<file path="src/keypad_led_preset_controller_macros.svh">
// Assertion helpers for the keypad preset controller.
`ifndef KEYPAD_LED_PRESET_CONTROLLER_MACROS_SVH
`define KEYPAD_LED_PRESET_CONTROLLER_MACROS_SVH

`ifndef SYNTHESIS

`define KLPC_ASSERT_IMP(lbl, ante, cons) \
  lbl: assert property (@(posedge clk_i) disable iff (!rst_ni) (ante) |-> (cons)) \
    else $error("klpc: same-cycle check failed");

`define KLPC_ASSERT_NXT(lbl, ante, cons) \
  lbl: assert property (@(posedge clk_i) disable iff (!rst_ni) (ante) |=> (cons)) \
    else $error("klpc: next-cycle check failed");

`else

`define KLPC_ASSERT_IMP(lbl, ante, cons)

`define KLPC_ASSERT_NXT(lbl, ante, cons)

`endif

`endif

</file>
<file path="src/klpc_pkg.sv">
package klpc_pkg;

  localparam int unsigned NumPresetsDef = 9;
  localparam int unsigned TableMax      = 9;

  localparam logic [7:0] KeyOne   = 8'h31;
  localparam logic [7:0] KeyNine  = 8'h39;
  localparam logic [7:0] KeyZero  = 8'h30;
  localparam logic [7:0] KeyEnter = 8'h0d;
  localparam logic [7:0] KeyA     = 8'h61;
  localparam logic [7:0] KeyC     = 8'h63;
  localparam logic [7:0] KeyPlus  = 8'h2b;
  localparam logic [7:0] KeyMinus = 8'h2d;

  localparam logic [6:0] LevelStep = 7'd10;
  localparam logic [6:0] MaxLevel  = 7'd100;

  localparam logic [1:0] ColGreen  = 2'd0;
  localparam logic [1:0] ColYellow = 2'd1;
  localparam logic [1:0] ColRed    = 2'd2;

  localparam logic [1:0] PhCodeRun    = 2'd0;
  localparam logic [1:0] PhCodeSlot   = 2'd1;
  localparam logic [1:0] PhCodeColour = 2'd2;
  localparam logic [1:0] PhCodeAdjust = 2'd3;

  typedef enum logic [3:0] {
    PH_RUN    = 4'b0001,
    PH_SLOT   = 4'b0010,
    PH_COLOUR = 4'b0100,
    PH_ADJUST = 4'b1000
  } phase_e;

  typedef struct packed {
    logic [1:0] colour;
    logic [6:0] level;
  } preset_t;

  function automatic logic [6:0] clamp_level(input logic [6:0] lvl);
    clamp_level = (lvl > MaxLevel) ? MaxLevel : lvl;
  endfunction

  function automatic preset_t preset_init(input int unsigned idx);
    preset_t p;
    case (idx)
      0:       p = '{colour: ColGreen,  level: clamp_level(7'd10)};
      1:       p = '{colour: ColGreen,  level: clamp_level(7'd40)};
      2:       p = '{colour: ColGreen,  level: clamp_level(7'd100)};
      3:       p = '{colour: ColYellow, level: clamp_level(7'd10)};
      4:       p = '{colour: ColYellow, level: clamp_level(7'd40)};
      5:       p = '{colour: ColYellow, level: clamp_level(7'd100)};
      6:       p = '{colour: ColRed,    level: clamp_level(7'd10)};
      7:       p = '{colour: ColRed,    level: clamp_level(7'd40)};
      default: p = '{colour: ColRed,    level: clamp_level(7'd100)};
    endcase
    preset_init = p;
  endfunction

endpackage

</file>
<file path="src/keypad_led_preset_controller.sv">
// Keypad preset lamp controller. Each input word carries one key code; each
// accepted key produces exactly one output word with the green, yellow and
// red PWM duty levels, the edit phase and the level under edit, all as they
// stand after that key. Keys are taken one per cycle: the key is decoded and
// applied to the state registers in the cycle it is accepted, and the result
// is presented from those registers on the next cycle. The input is stalled
// only while a result is waiting and the output side is not ready. The
// preset table lives in flip-flops and is loaded with its start-up presets
// at reset.
`include "keypad_led_preset_controller_macros.svh"

module keypad_led_preset_controller #(
  parameter int unsigned NUM_PRESETS = klpc_pkg::NumPresetsDef
) (
  input  logic        clk_i,
  input  logic        rst_ni,
  input  logic        s_axis_tvalid,
  output logic        s_axis_tready,
  input  logic [7:0]  s_axis_tdata,   // [7:0] key_code
  output logic        m_axis_tvalid,
  input  logic        m_axis_tready,
  output logic [31:0] m_axis_tdata    // [6:0] green_duty, [13:7] yellow_duty,
                                      // [20:14] red_duty, [22:21] phase,
                                      // [29:23] edit_level, [31:30] zero
);

  localparam int unsigned SlotW = (NUM_PRESETS > 1) ? $clog2(NUM_PRESETS) : 1;

  klpc_pkg::phase_e  phase_q, phase_d;
  logic [3:0]        slot_sel_q, slot_sel_d;
  logic [1:0]        edit_colour_q, edit_colour_d;
  logic [6:0]        edit_level_q, edit_level_d;
  logic [6:0]        duty_q [3];
  logic [6:0]        duty_d [3];
  klpc_pkg::preset_t table_q [NUM_PRESETS];
  logic              out_valid_q;

  logic              in_acc;
  logic [7:0]        key;
  logic [7:0]        key_off;
  logic              key_slot_ok;
  logic [3:0]        rd_slot;
  klpc_pkg::preset_t rd_entry;
  logic              tbl_we;
  logic [7:0]        lvl_inc;
  logic [1:0]        phase_code;

  assign s_axis_tready = !out_valid_q || m_axis_tready;
  assign in_acc        = s_axis_tvalid && s_axis_tready;
  assign key           = s_axis_tdata;
  assign key_off       = key - klpc_pkg::KeyOne;
  assign key_slot_ok   = (key >= klpc_pkg::KeyOne) && (key <= klpc_pkg::KeyNine) &&
                         (key_off < 8'(NUM_PRESETS));
  assign rd_slot       = (phase_q == klpc_pkg::PH_RUN) ? key_off[3:0] : slot_sel_q;
  assign rd_entry      = table_q[rd_slot[SlotW-1:0]];
  assign lvl_inc       = {1'b0, edit_level_q} + {1'b0, klpc_pkg::LevelStep};

  always_comb begin
    phase_d       = phase_q;
    slot_sel_d    = slot_sel_q;
    edit_colour_d = edit_colour_q;
    edit_level_d  = edit_level_q;
    duty_d        = duty_q;
    tbl_we        = 1'b0;
    case (phase_q)
      klpc_pkg::PH_RUN: begin
        if (key_slot_ok) begin
          duty_d = '{default: 7'd0};
          case (rd_entry.colour)
            klpc_pkg::ColGreen:  duty_d[0] = rd_entry.level;
            klpc_pkg::ColYellow: duty_d[1] = rd_entry.level;
            klpc_pkg::ColRed:    duty_d[2] = rd_entry.level;
            default: ;
          endcase
        end else if (key == klpc_pkg::KeyZero) begin
          duty_d = '{default: 7'd0};
        end else if (key == klpc_pkg::KeyEnter) begin
          phase_d = klpc_pkg::PH_SLOT;
        end
      end
      klpc_pkg::PH_SLOT: begin
        if (key_slot_ok) begin
          slot_sel_d = key_off[3:0];
          phase_d    = klpc_pkg::PH_COLOUR;
        end
      end
      klpc_pkg::PH_COLOUR: begin
        if ((key >= klpc_pkg::KeyA) && (key <= klpc_pkg::KeyC)) begin
          edit_colour_d = 2'(key - klpc_pkg::KeyA);
          edit_level_d  = rd_entry.level;
          phase_d       = klpc_pkg::PH_ADJUST;
        end
      end
      klpc_pkg::PH_ADJUST: begin
        if ((key == klpc_pkg::KeyPlus) && (edit_level_q < klpc_pkg::MaxLevel)) begin
          edit_level_d = (lvl_inc > {1'b0, klpc_pkg::MaxLevel}) ?
                         klpc_pkg::MaxLevel : lvl_inc[6:0];
        end else if ((key == klpc_pkg::KeyMinus) && (edit_level_q != 7'd0)) begin
          edit_level_d = (edit_level_q > klpc_pkg::LevelStep) ?
                         (edit_level_q - klpc_pkg::LevelStep) : 7'd0;
        end else if (key == klpc_pkg::KeyEnter) begin
          tbl_we  = 1'b1;
          phase_d = klpc_pkg::PH_RUN;
        end
      end
      default: ;
    endcase
  end

  always_ff @(posedge clk_i or negedge rst_ni) begin
    if (!rst_ni) begin
      phase_q       <= klpc_pkg::PH_RUN;
      slot_sel_q    <= 4'd0;
      edit_colour_q <= klpc_pkg::ColGreen;
      edit_level_q  <= 7'd0;
      duty_q        <= '{default: 7'd0};
      out_valid_q   <= 1'b0;
      for (int unsigned i = 0; i < NUM_PRESETS; i++) begin
        table_q[i] <= klpc_pkg::preset_init(i);
      end
    end else begin
      if (in_acc) begin
        phase_q       <= phase_d;
        slot_sel_q    <= slot_sel_d;
        edit_colour_q <= edit_colour_d;
        edit_level_q  <= edit_level_d;
        duty_q        <= duty_d;
        if (tbl_we) begin
          table_q[slot_sel_q[SlotW-1:0]] <= '{colour: edit_colour_q, level: edit_level_q};
        end
      end
      if (in_acc) begin
        out_valid_q <= 1'b1;
      end else if (m_axis_tready) begin
        out_valid_q <= 1'b0;
      end
    end
  end

  always_comb begin
    case (phase_q)
      klpc_pkg::PH_RUN:    phase_code = klpc_pkg::PhCodeRun;
      klpc_pkg::PH_SLOT:   phase_code = klpc_pkg::PhCodeSlot;
      klpc_pkg::PH_COLOUR: phase_code = klpc_pkg::PhCodeColour;
      klpc_pkg::PH_ADJUST: phase_code = klpc_pkg::PhCodeAdjust;
      default:             phase_code = klpc_pkg::PhCodeRun;
    endcase
  end

  assign m_axis_tvalid = out_valid_q;
  assign m_axis_tdata  = {2'b00, edit_level_q, phase_code, duty_q[2], duty_q[1], duty_q[0]};

  `KLPC_ASSERT_IMP(a_level_bound, 1'b1, edit_level_q <= klpc_pkg::MaxLevel)
  `KLPC_ASSERT_IMP(a_slot_bound, 1'b1, slot_sel_q < 4'(NUM_PRESETS))
  `KLPC_ASSERT_IMP(a_one_lamp, 1'b1,
    $countones({duty_q[0] != 7'd0, duty_q[1] != 7'd0, duty_q[2] != 7'd0}) <= 1)
  `KLPC_ASSERT_IMP(a_stall_cause, !s_axis_tready, out_valid_q && !m_axis_tready)
  `KLPC_ASSERT_NXT(a_result_follows, in_acc, out_valid_q)

endmodule

</file>
<file path="config.mk">
export PLATFORM = sky130hd
export DESIGN_NAME = keypad_led_preset_controller
export DESIGN_NICKNAME = d
export VERILOG_FILES = /design/src/klpc_pkg.sv /design/src/keypad_led_preset_controller.sv
export VERILOG_INCLUDE_DIRS = /design/src /design/src/src
export SDC_FILE = /design/constraint.sdc
export NUM_CORES = 1
export LEC_CHECK = 0
export BUFFER_PORTS_ARGS = -buffer_cell sky130_fd_sc_hd__clkbuf_2
export CAP_MARGIN = 20
export CORE_MARGIN = 2
export CORE_UTILIZATION = 29
export CTS_BUF_LIST = sky130_fd_sc_hd__clkbuf_4 sky130_fd_sc_hd__clkbuf_8
export DETAILED_ROUTE_END_ITERATION = 10
export GPL_TIMING_DRIVEN = 0
export PLACE_DENSITY_LB_ADDON = 0.05
export SLEW_MARGIN = 30
export SYNTH_ARGS = -nofsm -noshare
export SYNTH_HDL_FRONTEND = slang
export SYNTH_SLANG_ARGS = --single-unit
export TNS_END_PERCENT = 20
</file>
<file path="constraint.sdc">
create_clock -name clk_i -period 2.7 [get_ports clk_i]
set_input_delay 0.54 -clock clk_i [delete_from_list [all_inputs] [get_ports clk_i]]
set_output_delay 0.54 -clock clk_i [all_outputs]
set_load 0.005 [all_outputs]
</file>
# == Word level (Yosys, flattened, before mapping) ==
# Cells that the tools add are included.
# totals
regBits,120
out_inout_bits,34
# op_classes
add_sub_neg,4
order_cmp,11
eq_ne,19
n_mux,34
n_bitwise,2
n_reduce_logical,21
# op_table
operator,n
bitwise mux 81 bit,1
two-way mux 7 bit,8
two-way mux 21 bit,2
binary-select mux 9 bit (select 4 bit),1
demux 9 bit (select 4 bit),1
two-way mux 4 bit,9
two-way mux 9 bit,3
== test 8 x 6 -> 1 bit (second input constant),3
one-hot mux 4 bit (4 select lines),1
inequality test 2 bit (second input constant),7
one-hot mux 7 bit (2 select lines),1
greater-or-equal comparator 5 bit (second input constant),2
NOT 4 -> 5 bit,2
AND reduction 10 bit,1
AND reduction 3 bit,3
adder 7 x 4 -> 8 bit (second input constant),1
== test 8 x 4 -> 1 bit (second input constant),1
greater-or-equal comparator 8 x 6 -> 1 bit (second input constant),1
greater-or-equal comparator 8 x 7 -> 1 bit (second input constant),1
> comparator 8 x 7 -> 1 bit (second input constant),1
less-or-equal comparator 8 x 6 -> 1 bit (second input constant),1
less-or-equal comparator 8 x 7 -> 1 bit (second input constant),1
less-than comparator 8 x 4 -> 1 bit (second input constant),1
subtractor 8 x 6 -> 8 bit (second input constant),1
other kinds (24),37

# == Depth between registers and ports, before layout ==
# Gate-level depths: netlist of run 1.
# logic_depth
ltp_word,9
depth_mapped,11
depth_no_buf,9

# == Worst setup path after synthesis of run 1 ==
# No wires, ideal clock.
# synth_timing
path_kind,reg-to-reg
startpoint,register phase_q[0]
endpoint,register edit_level_q[4]
arrival_time_ps,2854
required_ps,2576
slack_ps,-278
stages_incl_launch_ff,10
n_path_buf,2
period_less_slack_ps,2978
path_cell_list,dfstp_2 -> or4b_1 -> buf_6 -> mux2i_4 -> buf_8 -> mux4_1 -> a22o_1 -> a21oi_1 -> nor2_1 -> a211o_1
# synth_via
elab_chain_len,8
# synth_rtl
item,line_no,rtl
from (decl),keypad_led_preset_controller.sv:29,"klpc_pkg::phase_e phase_q, phase_d;"
from (signal assigned),keypad_led_preset_controller.sv:112,phase_q <= klpc_pkg::PH_RUN;
from (signal assigned),keypad_led_preset_controller.sv:123,phase_q <= phase_d;
== test 4 x 1 -> 1 bit,keypad_led_preset_controller.sv:54,assign rd_slot = (phase_q == klpc_pkg::PH_RUN) ? key_off[3:0] : slot_sel_q;
two-way mux 4 bit,keypad_led_preset_controller.sv:54,
NOT 4 -> 5 bit (implied by the code),keypad_led_preset_controller.sv:55,assign rd_entry = table_q[rd_slot[SlotW-1:0]];
binary-select mux 9 bit (select 4 bit),keypad_led_preset_controller.sv:55,
two-way mux 9 bit (implied by the code) (2 in a row),keypad_led_preset_controller.sv:55,
two-way mux 7 bit,keypad_led_preset_controller.sv:88,if ((key >= klpc_pkg::KeyA) && (key <= klpc_pkg::KeyC)) begin
one-hot mux 7 bit (2 select lines),keypad_led_preset_controller.sv:65,case (phase_q)
to (signal assigned),keypad_led_preset_controller.sv:126,edit_level_q <= edit_level_d;
to (decl),keypad_led_preset_controller.sv:32,"logic [6:0] edit_level_q, edit_level_d;"
# Parallel ways exist; a longest one is shown, timed or not. The select of a mux whose other input is x is not followed.
# A chain may end at the register's enable or synchronous reset.

# == Final worst setup path of run 1 ==
# layout_timing
startpoint,register phase_q[1]
endpoint,register edit_level_q[4]
# Same word-level chain as after synthesis.

==> results of run 1 <==
==> critical path: stages (launching register included) <==
cell     delay, ps
dfrtp_1        380
buf_6          130
or4b_4         580
mux2i_4        210
buf_12         160
buf_12         140
mux4_2         520
a22o_4         260
a21oi_4        130
nor2_1          60
a211o_1        300
==> worst min path at each step <==
stage                           start                to  slack, ps  cells after the start
after detailed placement  table_q[20]       table_q[20]        470                      1
after global routing           rst_ni       table_q[50]         20                      1
after CTS                      rst_ni     m_axis_tvalid         10                      1
after floorplan                rst_ni  edit_colour_q[0]        240                      0
after global placement    table_q[18]       table_q[18]        460                      1
final                          rst_ni       table_q[50]         40                      1
==> stage by stage <==
stage	worst slack, ps	area [um^2]	hold WS [ps]	TNS [ps]	power, uW
global route	-376.3	7824	20.49	-16680	3853
detailed placement	-988.3	6914	468.6	-95070	1969
CTS	-304.9	7709	13.27	-7519	3748
global placement	-968.9	6833	464.3	-177050	1959
floorplan	-220.1	6279	244.4	-8971	1891
finish	-301.5	7824	39.11	-8281	3676
==> state kept, by name, indices dropped and copies added, names as in the netlist <==
| register | flops |
|---|---|
| edit_level_q | 7 |
| slot_sel_q | 4 |
| phase_q | 4 |
| m_axis_tdata | 21 |
| edit_colour_q | 2 |
| m_axis_tvalid | 1 |
| table_q | 81 |
==> cell usage after synthesis (3+ instances only) <==
master,count
a211oi_1,3
a21o_1,5
a21oi_1,17
a21oi_4,3
a22o_1,28
buf_1,3
buf_2,4
buf_6,3
clkbuf_1,19
dfrtp_1,92
dfstp_2,28
ha_1,8
inv_1,9
mux2_1,9
mux2_2,75
mux2i_1,3
mux4_1,14
mux4_2,4
nand2_1,15
nand2b_1,12
nand3_1,9
nor2_1,21
nor3_1,6
nor3_4,4
nor3b_1,3
o21ai_0,12
o221ai_1,3
o22a_1,3
or2_2,4
or3_1,6
==> timing repair <==
item,in CTS,in global routing
cloned,1,0
setup endpoints to repair,109,102
gates resized for setup,37,28
buffers inserted,27,3
pin swaps,25,16
==> routing by layer <==
| metal | routed length (um) | track usage |
|---|---|---|
| met5 | 0 | 0 |
| met4 | 323 | 0.05280 |
| met3 | 448 | 0.03675 |
| met2 | 8381 | 0.2566 |
| met1 | 8002 | 0.2072 |
==> power groups by stage <==
stage          clock (uW)  combinational (uW)  sequential [uW]
3_5_place_dp            0                 132             1840
4_1_cts              1810                 138             1800
3_3_place_gp            0                 121             1840
2_1_floorplan           0                53.2             1840
6_report             1730                 139             1800
5_1_grt              1890                 157             1800
==> area by class of cell <==
cell class / instances / area, um^2 / share of cell area
multi-input cells: 323 / 3256 / 0.4161
clock inverters: 14 / 172.7 / 0.02207
plain buffers: 29 / 162.7 / 0.02079
inverters: 11 / 42.54 / 0.005437
flip-flops and latches: 120 / 3040 / 0.3886
clock buffers: 18 / 247.7 / 0.03166
well taps: 275 / 344.1 / 0.04398
repair buffers: 74 / 558.0 / 0.07133
==> logic make-up after synthesis <==
kind of cell,synth area share
adders and majority gates,0.01599
other,0.0005991
DFF,0.4853
buffers and inverters,0.03398
xor gates and xnor gates,0.005598
muxes,0.2363
AOI/OAI and AO/OA,0.1201
and+or+nand+nor,0.1021
==> flow_summary_export.csv, run 1 <==
group,metric,value,unit
floorplanning,core,0.02109,mm^2
synthesis,ys_top_cells_by_area,"dfrtp_1, mux2_2, dfstp_2, mux4_1, a22o_1",
worst_setup_path,setup.worst_path.end_class,"flip-flop",
clocking,clk_pin_slew,80,ps
synthesis,seq_area_frac_synth,0.4853,
drt,initialDrtViolationCount,139,
drt,routed_wl,17.16,mm
worst_setup_path,ff2ff_setup_slack,-300,ps
power_and_ir_drop,comb_power_share,0.038,
timing,skew,13.81,ps
clocking,cts-hold-fix-buffers,0,
placed_design,portBuffers,42,
finish,final_cell_mix,"dfrtp_1, mux2_2, clkbuf_2",
finish,drive_gt1_frac,0.5127,
power_and_ir_drop,internal_power,2793,uW
global_route,grt-ovfl-total,0,
drt,post_drt_wl_per_cell,19.86,um
worst_setup_path,worstReg2RegEnd,"edit_level_q[4]",
synthesis,yosysTopAreaCellShare,0.3678,
synthesis,ys_warn_count,0,
clocking,clock-root-buffer,"clkbuf_8",
synthesis,syn_inst,486,
worst_setup_path,endpoint,"edit_level_q[4]",
run_status,status,"complete, but fails checks",
worst_setup_path,startpoint,"phase_q[1]",
run_status,violations,"setup timing",
timing,final_hold_viol_count,0,
floorplanning,dieArea,0.02278,mm^2
synthesis,async_reset_ff_frac,1.000,
worst_setup_path,startpoint_type,"flip-flop",
clocking,numCtsBuffers,17,
floorplanning,die_y,150.9,um
power_and_ir_drop,p_seq_frac,0.491,
floorplanning,rows,53,
clocking,cts_sinks,120,
drt,detail-route-antenna-nets,0,
finish,area_delta_synth_final,24.98,%
clocking,clk_latency,440,ps
synthesis,synth_edf_count,0,
worst_setup_path,worstPathArrival,3320,ps
power_and_ir_drop,p_sw_frac,0.2403,
finish,layout_commonest_cell,"dfrtp_1",
global_route,grt_max_degree,80,
worst_hold_path,hold_class,"in -> async",
power_and_ir_drop,cellLeakagePower,0.003424,uW
global_route,grt_use_total,0.1576,
synthesis,yosysTopAreaCell,"dfrtp_1",
power_and_ir_drop,irDropWorstVdd,320.8,uV
timing,min_period,3002,ps
clocking,cts_tree,"built",
drt,drt_pre_antenna_iters,4,
worst_setup_path,crit_fanout,8,
power_and_ir_drop,p_clk_frac,0.471,
timing,fmax,333.2,MHz
drt,via_per_inst,5.041,
timing,setup_viol,78,
floorplanning,initial_core_util,0.2968,
clocking,htreeDepth,4,
global_route,grt_pass1_vias,4512,
placed_design,dp_cells,806,
timing,rsz0062_at_grt,"yes",
timing,tightest_slew,823.4,ps
power_and_ir_drop,power.density,469.9,mW/mm^2
finish,nets,596,
drt,vias,4355,
synthesis,netlist_area,0.006260,mm^2
power_and_ir_drop,power.switching,883.3,uW
finish,stdcell_count,864,
flow_run,maxCapViolCount,0,
placed_design,hpwl,11.28,mm
synthesis,synth-seq-cells,120,
finish,fill_cells,2094,
timing,fin_ws,-301.5,ps
worst_setup_path,rr_worst_depth,10,
timing,drv_slew,0,
timing,max_slew_margin,0.4496,
global_route,antenna_found_initial,0,
worst_setup_path,timing.rr.start,"phase_q[1]",
drt,drc_errors,0,
synthesis,synth_area_per_cell,12.88,um^2
floorplanning,fp.dieW,150.9,um
timing,fin_crit_sh,1.112,
clocking,cts_buffer_depth,2,
synthesis,synth.distinct_cells,73,
worst_setup_path,required,3020,ps
finish,fin_util,0.3710,
floorplanning,io_pins,46,
placed_design,gp_congestion,0.7817,
global_route,grt_first_pass_wirelength,26.39,mm
worst_setup_path,worst-setup-path-type,"reg -> reg",
synthesis,synth-main-ff-cell,"dfrtp_1",
finish,antenna_cells,0,
(Power assumes the default switching activity.)
==> inputs of run 2 (changes only) <==
Settings changed: BUFFER_PORTS_ARGS -buffer_cell sky130_fd_sc_hd__clkbuf_2 to -buffer_cell sky130_fd_sc_hd__buf_4.
==> flow_summary_export.csv, run 2 (synthesized netlist as in run 1, its figures left out) <==
group,metric,value,unit
placed_design,hpwl,11.34,mm
floorplanning,dieArea,0.02278,mm^2
timing,tightest_slew,794.7,ps
floorplanning,io_pins,46,
worst_hold_path,hold_depth,2,
timing,drv_slew,0,
timing,fmax,326.4,MHz
finish,stdcell_count,888,
placed_design,gp_congestion,0.7868,
timing,fin_crit_sh,1.135,
flow_run,maxCapViolCount,0,
power_and_ir_drop,irDropWorstVdd,275.7,uV
drt,routed_wl,17.83,mm
clocking,cts_buffer_depth,2,
finish,final_cell_mix,"dfrtp_1, buf_4, mux2_2",
timing,setup_viol,76,
worst_hold_path,hold_end,"m_axis_tvalid",
finish,largest_register_ffs,81,
run_status,status,"complete, but fails checks",
worst_setup_path,crit_path_top_delay_cell,"dfstp_2",
timing,fin_ws,-363.4,ps
worst_setup_path,crit_chain,"or4b_4, mux2i_4, buf_12, buf_16, buf_8, mux4_2, a22o_1, a21oi_4, nor2_4, a22o_1",
placed_design,post-place-ws,-973.8,ps
finish,fill_cells,2051,
timing,min_period,3063,ps
clocking,cts_sinks,120,
finish,fin_util,0.3923,
floorplanning,fp.dieW,150.9,um
global_route,antenna_found_initial,0,
drt,vias,4400,
finish,nets,620,
placed_design,dp_cells,805,
clocking,cts_tree,"built",
worst_setup_path,critPathTopFamily,"multiplexers",
placed_design,portBuffers,42,
global_route,grt-ovfl-total,0,
floorplanning,core,0.02109,mm^2
timing,skew,13.74,ps
worst_setup_path,slowest_delay,560,ps
worst_setup_path,worstPathArrival,3390,ps
worst_setup_path,setup.worst_path.end_class,"flip-flop",
timing,final_hold_viol_count,0,
drt,drt_pre_antenna_iters,4,
timing,max_slew_margin,0.4702,
worst_setup_path,rr_worst_depth,10,
clocking,clock-root-buffer,"clkbuf_8",
worst_hold_path,hold_class,"in -> reg",
drt,initialDrtViolationCount,198,
worst_setup_path,cpMostUsedCell,"a22o_1",
worst_setup_path,startpoint_type,"flip-flop",
power_and_ir_drop,power.density,462.2,mW/mm^2
clocking,numCtsBuffers,17,
global_route,grt_pass1_vias,4496,
clocking,clk_pin_slew,80,ps
power_and_ir_drop,cellLeakagePower,0.003647,uW
global_route,grt_max_degree,88,
floorplanning,initial_core_util,0.2968,
timing,rsz0062_at_grt,"yes",
global_route,grt_use_total,0.1585,
global_route,grt_first_pass_wirelength,26.85,mm
drt,via_per_inst,4.955,
clocking,htreeDepth,4,
finish,drive_gt1_frac,0.5351,
run_status,violations,"setup timing",
clocking,clk_latency,430,ps
finish,area_delta_synth_final,32.14,%
worst_setup_path,critPathBufInv,3,
worst_setup_path,required,3020,ps
drt,drc_errors,0,
worst_setup_path,timing.rr.start,"phase_q[0]",
floorplanning,die_y,150.9,um
finish,top_register,"table_q",
worst_setup_path,ff2ff_setup_slack,-360,ps
worst_setup_path,worst-setup-path-type,"reg -> reg",
finish,antenna_cells,0,
drt,post_drt_wl_per_cell,20.07,um
drt,detail-route-antenna-nets,0,
worst_hold_path,hp-start,"s_axis_tvalid",
worst_setup_path,crit_fanout,6,
finish,layout_commonest_cell,"dfrtp_1",
floorplanning,rows,53,
worst_setup_path,worstReg2RegEnd,"m_axis_tdata[9]",
## run 2: report_power, final
group	leakage, uW	internal, uW	switching (uW)
clock	0.000236	1130	730
sequential	0.00155	1800	2.58
combinational	0.00186	60.7	94.1
total	0.00365	3000	826
## run 2: repair_timing
action / in CTS / in global routing
hold buffers: 1 / 0
pin swaps: 9 / 22
setup endpoints to repair: 109 / 110
resized for setup: 23 / 70
setup buffers: 20 / 31
hold endpoints to repair: 22 / 0
cloned: 0 / 2
## run 2: layout make-up
| class | count | area [um^2] | share of cell area |
|---|---|---|---|
| Buffer | 31 | 195.2 | 0.02360 |
| Clock buffer | 25 | 312.8 | 0.03782 |
| Clock inverter | 7 | 138.9 | 0.01679 |
| Inverter | 11 | 47.55 | 0.005748 |
| Multi-Input combinational cell | 323 | 3302 | 0.3992 |
| Sequential cell | 120 | 3039 | 0.3674 |
| Tap cell | 275 | 344.1 | 0.04160 |
| Timing Repair Buffer | 96 | 892.1 | 0.1079 |
## run 2: metal layers
| metal | vias up | wire length (um) | GRT usage |
|---|---|---|---|
| li1 | 2046 | - | - |
| met1 | 2280 | 8350 | 0.2159 |
| met2 | 64 | 8783 | 0.2580 |
| met3 | 10 | 486 | 0.03464 |
| met4 | 0 | 204 | 0.03832 |
| met5 | - | 0 | 0 |
## run 2: metrics by stage
step / setup TNS, ps / total power (uW) / instance area, um^2 / hold slack, ps
detailed placement: -90850 / 1976 / 7022 / 438.3
global placement: -97080 / 1964 / 6938 / 460.7
floorplan: -8971 / 1891 / 6279 / 244.4
CTS: -26370 / 3874 / 7749 / 301.6
finish: -11180 / 3823 / 8272 / 349.7
global route: -22030 / 4005 / 8272 / 328.2
## run 2: how the worst max path moves through the flow
| stage | slack [ps] | cells after the start | end | start |
|---|---|---|---|---|
| floorplan | -220 | 9 | m_axis_tdata[16] | phase_q[0] |
| global placement | -1030 | 11 | m_axis_tdata[17] | s_axis_tdata[0] |
| detailed placement | -970 | 11 | table_q[38] | s_axis_tdata[1] |
| CTS | -360 | 10 | edit_level_q[4] | phase_q[1] |
| global route | -470 | 10 | m_axis_tdata[10] | phase_q[0] |
| finish | -360 | 10 | m_axis_tdata[9] | phase_q[0] |
## run 2: worst reg2reg max path, stage by stage (launching register included)
cell and delay, ps:
dfstp_2 560, or4b_4 540, mux2i_4 220, buf_12 160, buf_16 130, buf_8 120, mux4_2 490, a22o_1 290
a21oi_4 180, nor2_4 70, a22o_1 190
==> inputs of run 3 (changes only) <==
Settings changed: RECOVER_POWER set to 50.
==> flow_summary_export.csv, run 3 (synthesized netlist as in run 1, its figures left out) <==
group,metric,value,unit
drt,initialDrtViolationCount,213,
clocking,htreeDepth,4,
timing,final_hold_viol_count,0,
global_route,antenna_found_initial,0,
clocking,clk_latency,430,ps
worst_hold_path,hold_depth,2,
worst_hold_path,hold_class,"in -> reg",
floorplanning,io_pins,46,
drt,drt_pre_antenna_iters,4,
drt,post_drt_wl_per_cell,20.09,um
timing,max_slew_margin,-0.4216,
worst_setup_path,startpoint_type,"flip-flop",
power_and_ir_drop,power.density,463.0,mW/mm^2
placed_design,portBuffers,42,
placed_design,dp_cells,805,
run_status,violations,"capacitance limit, slew limit, setup timing",
power_and_ir_drop,irDropWorstVdd,276.9,uV
drt,vias,4399,
finish,area_delta_synth_final,31.96,%
floorplanning,initial_core_util,0.2968,
timing,drv_slew,34,
floorplanning,core,0.02109,mm^2
timing,tightest_slew,2132,ps
run_status,status,"complete, but fails checks",
worst_setup_path,crit_fanout,6,
clocking,numCtsBuffers,17,
timing,fin_crit_sh,1.137,
global_route,grt-ovfl-total,0,
finish,final_cell_mix,"dfrtp_1, buf_4, mux2_2",
finish,antenna_cells,0,
timing,min_period,3070,ps
clocking,cts_tree,"built",
worst_setup_path,worst-setup-path-type,"reg -> reg",
timing,whs,348.0,ps
drt,detail-route-antenna-nets,0,
worst_setup_path,setup.worst_path.end_class,"flip-flop",
global_route,grt_first_pass_wirelength,26.85,mm
flow_run,maxCapViolCount,1,
clocking,cts_sinks,120,
finish,top_register,"table_q",
clocking,clock-root-buffer,"clkbuf_8",
timing,setup_viol,77,
global_route,grt_use_total,0.1585,
worst_setup_path,ff2ff_setup_slack,-370,ps
clocking,cts_buffer_depth,2,
timing,fin_ws,-369.5,ps
finish,largest_register_ffs,81,
worst_setup_path,worstPathArrival,3400,ps
placed_design,hpwl,11.34,mm
finish,fin_util,0.3917,
power_and_ir_drop,cellLeakagePower,0.003641,uW
drt,routed_wl,17.84,mm
floorplanning,dieArea,0.02278,mm^2
power_and_ir_drop,total_power,3824,uW
worst_setup_path,timing.rr.start,"phase_q[0]",
placed_design,gp_congestion,0.7868,
drt,via_per_inst,4.954,
worst_setup_path,required,3030,ps
placed_design,post-place-ws,-973.8,ps
timing,skew,13.51,ps
finish,drive_gt1_frac,0.5334,
drt,drc_errors,0,
finish,layout_commonest_cell,"dfrtp_1",
clocking,clk_pin_slew,80,ps
timing,fmax,325.8,MHz
global_route,grt_pass1_vias,4496,
worst_setup_path,rr_worst_depth,10,
global_route,grt_max_degree,88,
worst_setup_path,worstReg2RegEnd,"m_axis_tdata[10]",
timing,rsz0062_at_grt,"yes",
floorplanning,rows,53,
worst_setup_path,startpoint,"phase_q[0]",
floorplanning,die_y,150.9,um
floorplanning,fp.dieW,150.9,um
finish,nets,620,
worst_setup_path,endpoint,"m_axis_tdata[10]",
finish,stdcell_count,888,
run 3: repair_timing:
item / CTS / global route
hold buffers: 1 / 0
hold endpoints to repair: 22 / 0
gates cloned: 0 / 2
resized for setup: 23 / 70
pin swaps: 9 / 22
setup buffers: 20 / 31
setup endpoints to repair: 109 / 110
run 3: final cells by class:
class                      count  area (um^2)
fill                        2053        12830
multi-input combinational    323         3302
sequential                   120         3039
timing repair buffer          96        880.8
tap                          275        344.1
clock buffer                  25        312.8
buffer                        31        195.2
clock inverter                 7        138.9
inverter                      11        47.55
run 3: routing by layer:
| metal | global-route usage | wire length [um] |
|---|---|---|
| met5 | 0 | 0 |
| met4 | 0.03832 | 195 |
| met3 | 0.03464 | 459 |
| met2 | 0.2580 | 8848 |
| met1 | 0.2159 | 8340 |
run 3: worst min path at each step:
stage	from	to	slack, ps
after global routing	s_axis_tvalid	m_axis_tvalid	330
final	s_axis_tvalid	m_axis_tvalid	350
after detailed placement	rst_ni	table_q[69]	440
after floorplan	rst_ni	edit_colour_q[0]	240
after CTS	s_axis_tvalid	m_axis_tvalid	300
after global placement	table_q[22]	table_q[22]	460
run 3: where the power goes:
group / internal [uW] / leakage [uW] / switching, uW
Clock: 1130 / 0.000236 / 732
Combinational: 59.3 / 0.00186 / 94.2
Sequential: 1800 / 0.00155 / 2.59
Total: 3000 / 0.00364 / 829
run 3: critical path, stage by stage, from the launching register on:
cell	delay, ps
dfstp_2	560
or4b_4	540
mux2i_4	220
buf_12	160
buf_16	120
buf_4	110
mux4_2	480
a22o_1	240
a21oi_2	210
nor2_2	90
a22o_1	210
run 3: metrics by stage:
stage	area [um^2]	TNS, ps
finish	8260	-11430
global route	8260	-45330
CTS	7749	-26370
detailed placement	7022	-90850
global placement	6938	-97080
floorplan	6279	-8971
